`src/rtl/core/brmd_pkg.sv`:
```
`default_nettype none
package brmd_pkg;

  // Field widths of the bus item and of the result item.
  localparam int AddrWidth = 16;
  localparam int DataWidth = 8;
  localparam int BankWidth = 7;
  localparam int OffsetWidth = 13;
  localparam int RomAddrWidth = BankWidth + OffsetWidth;
  localparam int NumWindows = 4;

  // Bus access kinds.
  localparam logic OP_READ = 1'b0;
  localparam logic OP_WRITE = 1'b1;

  // Bank register addresses.
  localparam logic [AddrWidth-1:0] BANK0_ADDR = 16'h5000;
  localparam logic [AddrWidth-1:0] BANK1_ADDR = 16'h5400;
  localparam logic [AddrWidth-1:0] BANK2_ADDR = 16'h5800;
  localparam logic [AddrWidth-1:0] BANK3_ADDR = 16'h5C00;

  // Window range and values returned on the data bus.
  localparam logic [AddrWidth-1:0] WIN_LOW = 16'h4000;
  localparam logic [AddrWidth-1:0] WIN_END = 16'hC000;
  localparam logic [DataWidth-1:0] XOR_KEY = 8'h4D;
  localparam logic [DataWidth-1:0] OPEN_BUS = 8'hFF;

  typedef logic [BankWidth-1:0] bank_t;

  // Fixed bit permutation followed by the key XOR.
  function automatic logic [DataWidth-1:0] descramble(input logic [DataWidth-1:0] d);
    logic [DataWidth-1:0] q;
    q = {d[6], d[2], d[4], d[0], d[1], d[5], d[7], d[3]};
    return q ^ XOR_KEY;
  endfunction

endpackage
`default_nettype wire

```
`src/rtl/core/banked_rom_mapper_descrambler.sv`:
```
// An item accepted into the input register passes on to the result register, from which it
// leaves when out_ready is high. The decode, bank select and permutation sit in one stage.
// Throughput: one item per cycle while the result side is not stalled.
// A stalled result does not block intake until the input register is also occupied.
// Reset (rst, synchronous, active high) clears all bank registers to zero, turns
// descrambling off, clears entry_address and empties both pipeline registers.
`default_nettype none
module banked_rom_mapper_descrambler
  import brmd_pkg::*;
(
  input  wire logic                    clk,
  input  wire logic                    rst,
  input  wire logic                    in_valid,
  output logic                         in_ready,
  input  wire logic                    operation,
  input  wire logic [AddrWidth-1:0]    bus_address,
  input  wire logic [DataWidth-1:0]    write_data,
  input  wire logic [DataWidth-1:0]    rom_byte,
  output logic                         out_valid,
  input  wire logic                    out_ready,
  output logic [DataWidth-1:0]         read_data,
  output logic [RomAddrWidth-1:0]      rom_address,
  output logic                         window_hit,
  input  wire logic                    cfg_we,
  input  wire logic [AddrWidth-1:0]    cfg_wdata
);

  logic [AddrWidth-1:0] entry_address;

  // Input register.
  logic                 s1_valid;
  logic                 s1_op;
  logic [AddrWidth-1:0] s1_addr;
  logic [DataWidth-1:0] s1_wdata;
  logic [DataWidth-1:0] s1_rbyte;

  // Mapper state.
  bank_t bank_select [NumWindows];
  logic  descramble_on;

  logic s1_advance;
  assign s1_advance = s1_valid && (!out_valid || out_ready);
  assign in_ready = !s1_valid || s1_advance;

  // Configuration register.
  always_ff @(posedge clk) begin
    if (rst) begin
      entry_address <= '0;
    end else if (cfg_we) begin
      entry_address <= cfg_wdata;
    end
  end

  // Capture the bus item.
  always_ff @(posedge clk) begin
    if (rst) begin
      s1_valid <= 1'b0;
    end else if (in_ready) begin
      s1_valid <= in_valid;
    end
  end

  always_ff @(posedge clk) begin
    if (in_ready && in_valid) begin
      s1_op    <= operation;
      s1_addr  <= bus_address;
      s1_wdata <= write_data;
      s1_rbyte <= rom_byte;
    end
  end

  // Address decode and data path for the item in the input register.
  logic                       in_window;
  logic [2:0]                 win_raw;
  logic [1:0]                 win;
  logic [DataWidth-1:0]       read_data_next;
  logic [RomAddrWidth-1:0]    rom_address_next;
  logic                       window_hit_next;
  logic                       descramble_on_next;

  assign win_raw = s1_addr[AddrWidth-1:OffsetWidth] - WIN_LOW[AddrWidth-1:OffsetWidth];
  assign win = win_raw[1:0];
  assign in_window = (s1_addr >= WIN_LOW) && (s1_addr < WIN_END);

  always_comb begin
    read_data_next     = '0;
    rom_address_next   = '0;
    window_hit_next    = 1'b0;
    descramble_on_next = descramble_on;
    if (s1_op == OP_READ) begin
      if (!in_window) begin
        read_data_next = OPEN_BUS;
      end else begin
        rom_address_next = {bank_select[win], s1_addr[OffsetWidth-1:0]};
        window_hit_next  = 1'b1;
        if (descramble_on) begin
          read_data_next = descramble(s1_rbyte);
        end else begin
          read_data_next = s1_rbyte;
          if (s1_addr == entry_address) begin
            descramble_on_next = 1'b1;
          end
        end
      end
    end
  end

  // State update happens as the item leaves the input register.
  always_ff @(posedge clk) begin
    if (rst) begin
      descramble_on <= 1'b0;
      for (int i = 0; i < NumWindows; i++) begin
        bank_select[i] <= '0;
      end
    end else if (s1_advance) begin
      descramble_on <= descramble_on_next;
      if (s1_op == OP_WRITE) begin
        case (s1_addr)
          BANK0_ADDR: bank_select[0] <= s1_wdata[BankWidth-1:0];
          BANK1_ADDR: bank_select[1] <= s1_wdata[BankWidth-1:0];
          BANK2_ADDR: bank_select[2] <= s1_wdata[BankWidth-1:0];
          BANK3_ADDR: bank_select[3] <= s1_wdata[BankWidth-1:0];
          default: begin
          end
        endcase
      end
    end
  end

  // Result register.
  always_ff @(posedge clk) begin
    if (rst) begin
      out_valid <= 1'b0;
    end else if (s1_advance) begin
      out_valid <= 1'b1;
    end else if (out_ready) begin
      out_valid <= 1'b0;
    end
  end

  always_ff @(posedge clk) begin
    if (s1_advance) begin
      read_data   <= read_data_next;
      rom_address <= rom_address_next;
      window_hit  <= window_hit_next;
    end
  end

endmodule
`default_nettype wire

```
`config.mk`:
```
export PLATFORM = sky130hd
export DESIGN_NAME = banked_rom_mapper_descrambler
export DESIGN_NICKNAME = d
export VERILOG_FILES = /design/src/rtl/core/brmd_pkg.sv /design/src/rtl/core/banked_rom_mapper_descrambler.sv
export SDC_FILE = /design/constraint.sdc
export NUM_CORES = 1
export LEC_CHECK = 0
export ABC_AREA = 1
export BUFFER_PORTS_ARGS = -buffer_cell sky130_fd_sc_hd__clkbuf_2
export CAP_MARGIN = 40
export CORE_MARGIN = 8
export CORE_UTILIZATION = 55
export CTS_CLUSTER_DIAMETER = 120
export DETAILED_ROUTE_END_ITERATION = 10
export GPL_TIMING_DRIVEN = 0
export PLACE_DENSITY = 0.86
export SLEW_MARGIN = 5
export SYNTH_ARGS = -nofsm -noshare
export SYNTH_HDL_FRONTEND = slang
export SYNTH_SLANG_ARGS = --single-unit
```
`constraint.sdc`:
```
create_clock -name clk -period 5.4 [get_ports clk]
set_clock_uncertainty 0.1 [all_clocks]
set_input_delay 0.81 -clock clk [delete_from_list [all_inputs] [get_ports clk]]
set_output_delay 0.81 -clock clk [all_outputs]
set_load 0.01 [all_outputs]
```
* Word-level counts from Yosys, hierarchy flattened
Memories as Yosys holds them, arrays and structs flattened. A register that Yosys moved wholly into a read port is not among the register bits.
Cells that the tools add are included.
** Cells by class
- Multiplexer cells :: 33
- Bitwise gates (word level) :: 7
- $add $sub $neg :: 1
- Reductions and logical operators :: 10
- Equality and inequality tests :: 5
- Order comparisons :: 2
** Operator list (number)
- 16-bit by 15-bit == test with 1-bit output (second input constant) :: 4
- 7-bit two-way mux :: 4
- 1-bit two-way mux :: 27
- 16-bit == test :: 1
- 16-bit by 15-bit greater-or-equal comparator with 1-bit output (second input constant) :: 1
- 16-bit < comparator (second input constant) :: 1
- 8-bit two-way mux :: 2
- 4-bit NOT :: 1
- 1-bit OR :: 4
- 1-bit logical AND :: 3
- 3-bit AND reduction :: 1
- 1-bit zero test :: 2
- 1-bit logical OR :: 2
- 1-bit NOT :: 2
- 2-bit nonzero test :: 1
- 2-bit OR reduction :: 1
- 2-bit subtractor (second input constant) :: 1
** Word-level totals
- Bits in writable memories :: 28
- Memories kept :: 1
- Register bits after elaboration :: 80
- Input bits :: 54
- Output and inout bits :: 31
- Word-level logic and storage cells :: 70
** Memory list
- bank_select :: depth 4, width 7, rd ports 1, clocked after Yosys merged registers in 1, write ports 4, RTL line banked_rom_mapper_descrambler.sv:38 : bank_t bank_select [NumWindows];

* Logic depth before layout (Yosys ltp)
- Word-level depth :: 7
- Depth in mapped cells :: 9

* Worst setup path after synthesis
OpenSTA, ideal clock, no wires.
- Kind :: input port to flip-flop
- Start point :: input out_ready
- End point :: register s1_addr[0], enable pin
- Library setup time :: 0.387 ns
- Cell stages on the path :: 4
- Required time :: 4.913 ns
- Path slack :: 3.201 ns
- Arrival :: 1.713 ns
- Path through :: inv_1 nand3_1 nand2_1 inv_1
** On the way
- Cells in the longest elaborated chain, start to end :: 4
** Ends and longest elaborated chain
- from (decl) :: RTL line banked_rom_mapper_descrambler.sv:20 : input wire logic out_ready,
- 1-bit logical OR :: RTL line banked_rom_mapper_descrambler.sv:42 : assign s1_advance = s1_valid && (!out_valid || out_ready);
- 1-bit logical AND :: RTL line banked_rom_mapper_descrambler.sv:42
- 1-bit logical OR :: RTL line banked_rom_mapper_descrambler.sv:43 : assign in_ready = !s1_valid || s1_advance;
- via in_ready :: RTL line banked_rom_mapper_descrambler.sv:14 : output logic in_ready,
- 1-bit logical AND :: RTL line banked_rom_mapper_descrambler.sv:64 : if (in_ready && in_valid) begin
- to (signal assigned) :: RTL line banked_rom_mapper_descrambler.sv:66 : s1_addr <= bus_address;
- to (decl) :: RTL line banked_rom_mapper_descrambler.sv:33 : logic [AddrWidth-1:0] s1_addr;
The timed path passes the listed nets, and every way through them passes these cells.
A chain may end at the register's enable or synchronous reset.

==> impl_metrics.json <==
{
  "synth-seq-area-share_pct": 70.1,
  "post-route-period-util_pct": 39.6,
  "fmax_mhz": 468,
  "via_per_inst": 5.22,
  "die_h_um": 105,
  "drt-total-wl_mm": 9.18,
  "grt_max_degree": 22,
  "post-route-drc-count": 0,
  "area_growth_pct": 18.9,
  "synth-main-ff-cell": "edfxtp_1",
  "numCtsBuffers": 9,
  "drive_above_1_share_pct": 26.3,
  "total_power_mw": 1.64,
  "finalCriticalPeriod_ns": 2.14,
  "grt_pass1_wl_mm": 14.8,
  "critPathCaptureType": "register",
  "antenna_found_initial": 0,
  "start_util_pct": 56.7,
  "insertion_delay_ns": 0.37,
  "ctsLongestPathBuffers": 2,
  "crit_buf_inv": 2,
  "post-cts-setup-buffers": 0,
  "setup_violations": 0,
  "clkTransAtPathRegs_ns": 0.11,
  "leakage_nw": 2.17,
  "die_w_um": 105,
  "cp_top_family": "compound AO/OA/AOI/OAI gates",
  "hp-class": "reg2reg",
  "rows": 32,
  "antenna_cells": 0,
  "peakVddDrop_mv": 0.222,
  "crit_arrival_ns": 2.04,
  "syn_inst": 400,
  "ys_types": 24,
  "finalSetupTns_ns": 0,
  "cpPeakStageDelay_ns": 0.57,
  "rsz0062_at_grt": "false",
  "cpMaxStageDelayCell": "o21ai_1",
  "ant_nets": 0,
  "synth_seq_cells": 108,
  "path_common_cell": "nand2_1",
  "ios": 85,
  "status": "finished clean",
  "yosysTopAreaCellShare_pct": 61.4,
  "synth-edff-count": 89,
  "hpwlAfterDp_mm": 7.01,
  "cts_resized": 0,
  "syn_area_sq_um": 4360,
  "ctsHoldBuffers": 0,
  "worst_slew_margin_rel_pct": 55.4,
  "crit_chain": "clkbuf_2 -> inv_1 -> nand2_1 -> nand2_1 -> nor2_4 -> nand3_2 -> o21ai_1",
  "maxCapViolCount": 0,
  "slew_viol_final": 0,
  "gp_congestion": 0.864,
  "ys_warn_count": 0,
  "postSynthAreaPerCell_sq_um": 10.9,
  "yosysTopAreaCell": "edfxtp_1",
  "layout.nets": 551,
  "grt.overflow.total": 0,
  "cp-start-kind": "primary input",
  "tightestPinTransition_ns": 0.665,
  "track_usage_pct": 16.8,
  "synth_area_leaders": "edfxtp_1 61%, dfxtp_1 8.7%, nor2_1 8.5%",
  "io_buffers": 83,
  "cts_tree": "built",
  "synthArstFlopShare_pct": 0,
  "die_area_sq_um": 11000,
  "root_buffer": "clkbuf_8",
  "required_ns": 5.30,
  "htree_num_levels": 3,
  "wl_per_cell_um": 15.2,
  "crit_fanout": 7,
  "cts.sinks": 108,
  "drt_pass1_iterations": 5,
  "core_sq_um": 7690,
  "synth_most_common_cell": "nor2_1",
  "syn_nets": 455,
  "hold_viol": 0,
  "pwr_density_cell_nw_per_um2": 316,
  "synth_common_cells": "99 x nor2_1, 89 x edfxtp_1, 36 x nand2_1",
  "drt-initial-drc-count": 242,
  "vias": 3147,
  "critical_path_class": "in2reg",
  "grt_pass1_vias": 3138
}
registers in the layout, indices dropped and copies added (netlist names):
register       cells
out_valid          1
rom_address       20
window_hit         1
entry_address     16
s1_addr           16
descramble_on      1
s1_rbyte           8
read_data          8
s1_wdata           7
bank_select       28
s1_op              1
s1_valid           1
worst paths after layout:
check,startpoint,to,slack (ns),cells after the start
hold / removal,entry_address[7],entry_address[7],0.39,2
setup / recovery,out_ready,bank_select[0][6],3.26,7
hold reg to reg,entry_address[7],entry_address[7],0.39,2
setup reg to reg,s1_addr[1],bank_select[3][0],3.30,5
per-stage QoR:
step	utilization (%)	std cells	setup slack, ns	area [sq um]	hold slack [ns]
detailed placement	64.4	587	2.91	4950	0.368
finish	67.4	603	3.26	5180	0.385
global placement	63.7	585	2.93	4900	0.358
CTS	67.4	603	3.26	5180	0.384
floorplan	-	400	3.20	4360	0.348
global route	67.4	603	3.14	5180	0.408
cell usage in the layout, fill, tap and decap left out:
cell	instances
clkinv_4	2
clkbuf_2	83
nand2_1	36
ha_1	1
a21oi_1	28
nor2_2	5
edfxtp_1	89
o21ai_1	15
inv_1	33
nor2_1	99
buf_2	2
clkbuf_8	10
bufinv_16	1
clkinv_2	1
nor2_4	1
nand2_2	4
inv_6	1
xnor2_1	4
inv_8	1
xor2_1	2
nor3_1	2
clkbuf_1	8
o21ai_0	27
buf_16	2
nand4_1	2
dfxtp_1	19
buf_4	1
buf_6	1
clkbuf_16	1
nand3_1	4
inv_2	13
nand3_2	3
worst min-delay path: cells and delay by family, from the launching register on:
kind            cells  cell delay, ns
flops               1            0.32
buf+inv             1            0.07
compound gates      1            0.06
kinds of logic after synthesis:
| logic type | after synthesis | synth area share (%) |
|---|---|---|
| and+or+nand+nor | 156 | 14.9 |
| AOI/OAI and AO/OA | 70 | 8.04 |
| xor gates and xnor gates | 6 | 1.21 |
| buffers and inverters | 59 | 5.52 |
| adders and majority gates | 1 | 0.287 |
| DFF | 108 | 70.1 |
area by class of cell:
class	instances	area, sq um
clock buffers	11	163
plain buffers	12	58.8
repair buffers	85	470
multi-input cells	233	1060
well taps	102	128
flip-flops and latches	108	3050
inverters	47	181
fillers	577	2510
clock inverters	5	63.8
power by group:
| part | internal (mW) | switching, mW |
|---|---|---|
| Sequential | 0.947 | 0.0187 |
| Combinational | 0.0543 | 0.0907 |
| Clock | 0.260 | 0.268 |
metal layers:
| layer | share of wire [%] | wire length (um) | global-route usage (%) | up-vias |
|---|---|---|---|---|
| met5 | 0 | 0 | 0 | - |
| li1 | - | - | - | 1516 |
| met4 | 2.1 | 193 | 8.66 | 0 |
| met1 | 40 | 3660 | 20.3 | 1448 |
| met2 | 50 | 4560 | 27.2 | 166 |
| met3 | 8.4 | 769 | 4.24 | 17 |
Power figures use the tool's default switching activity.
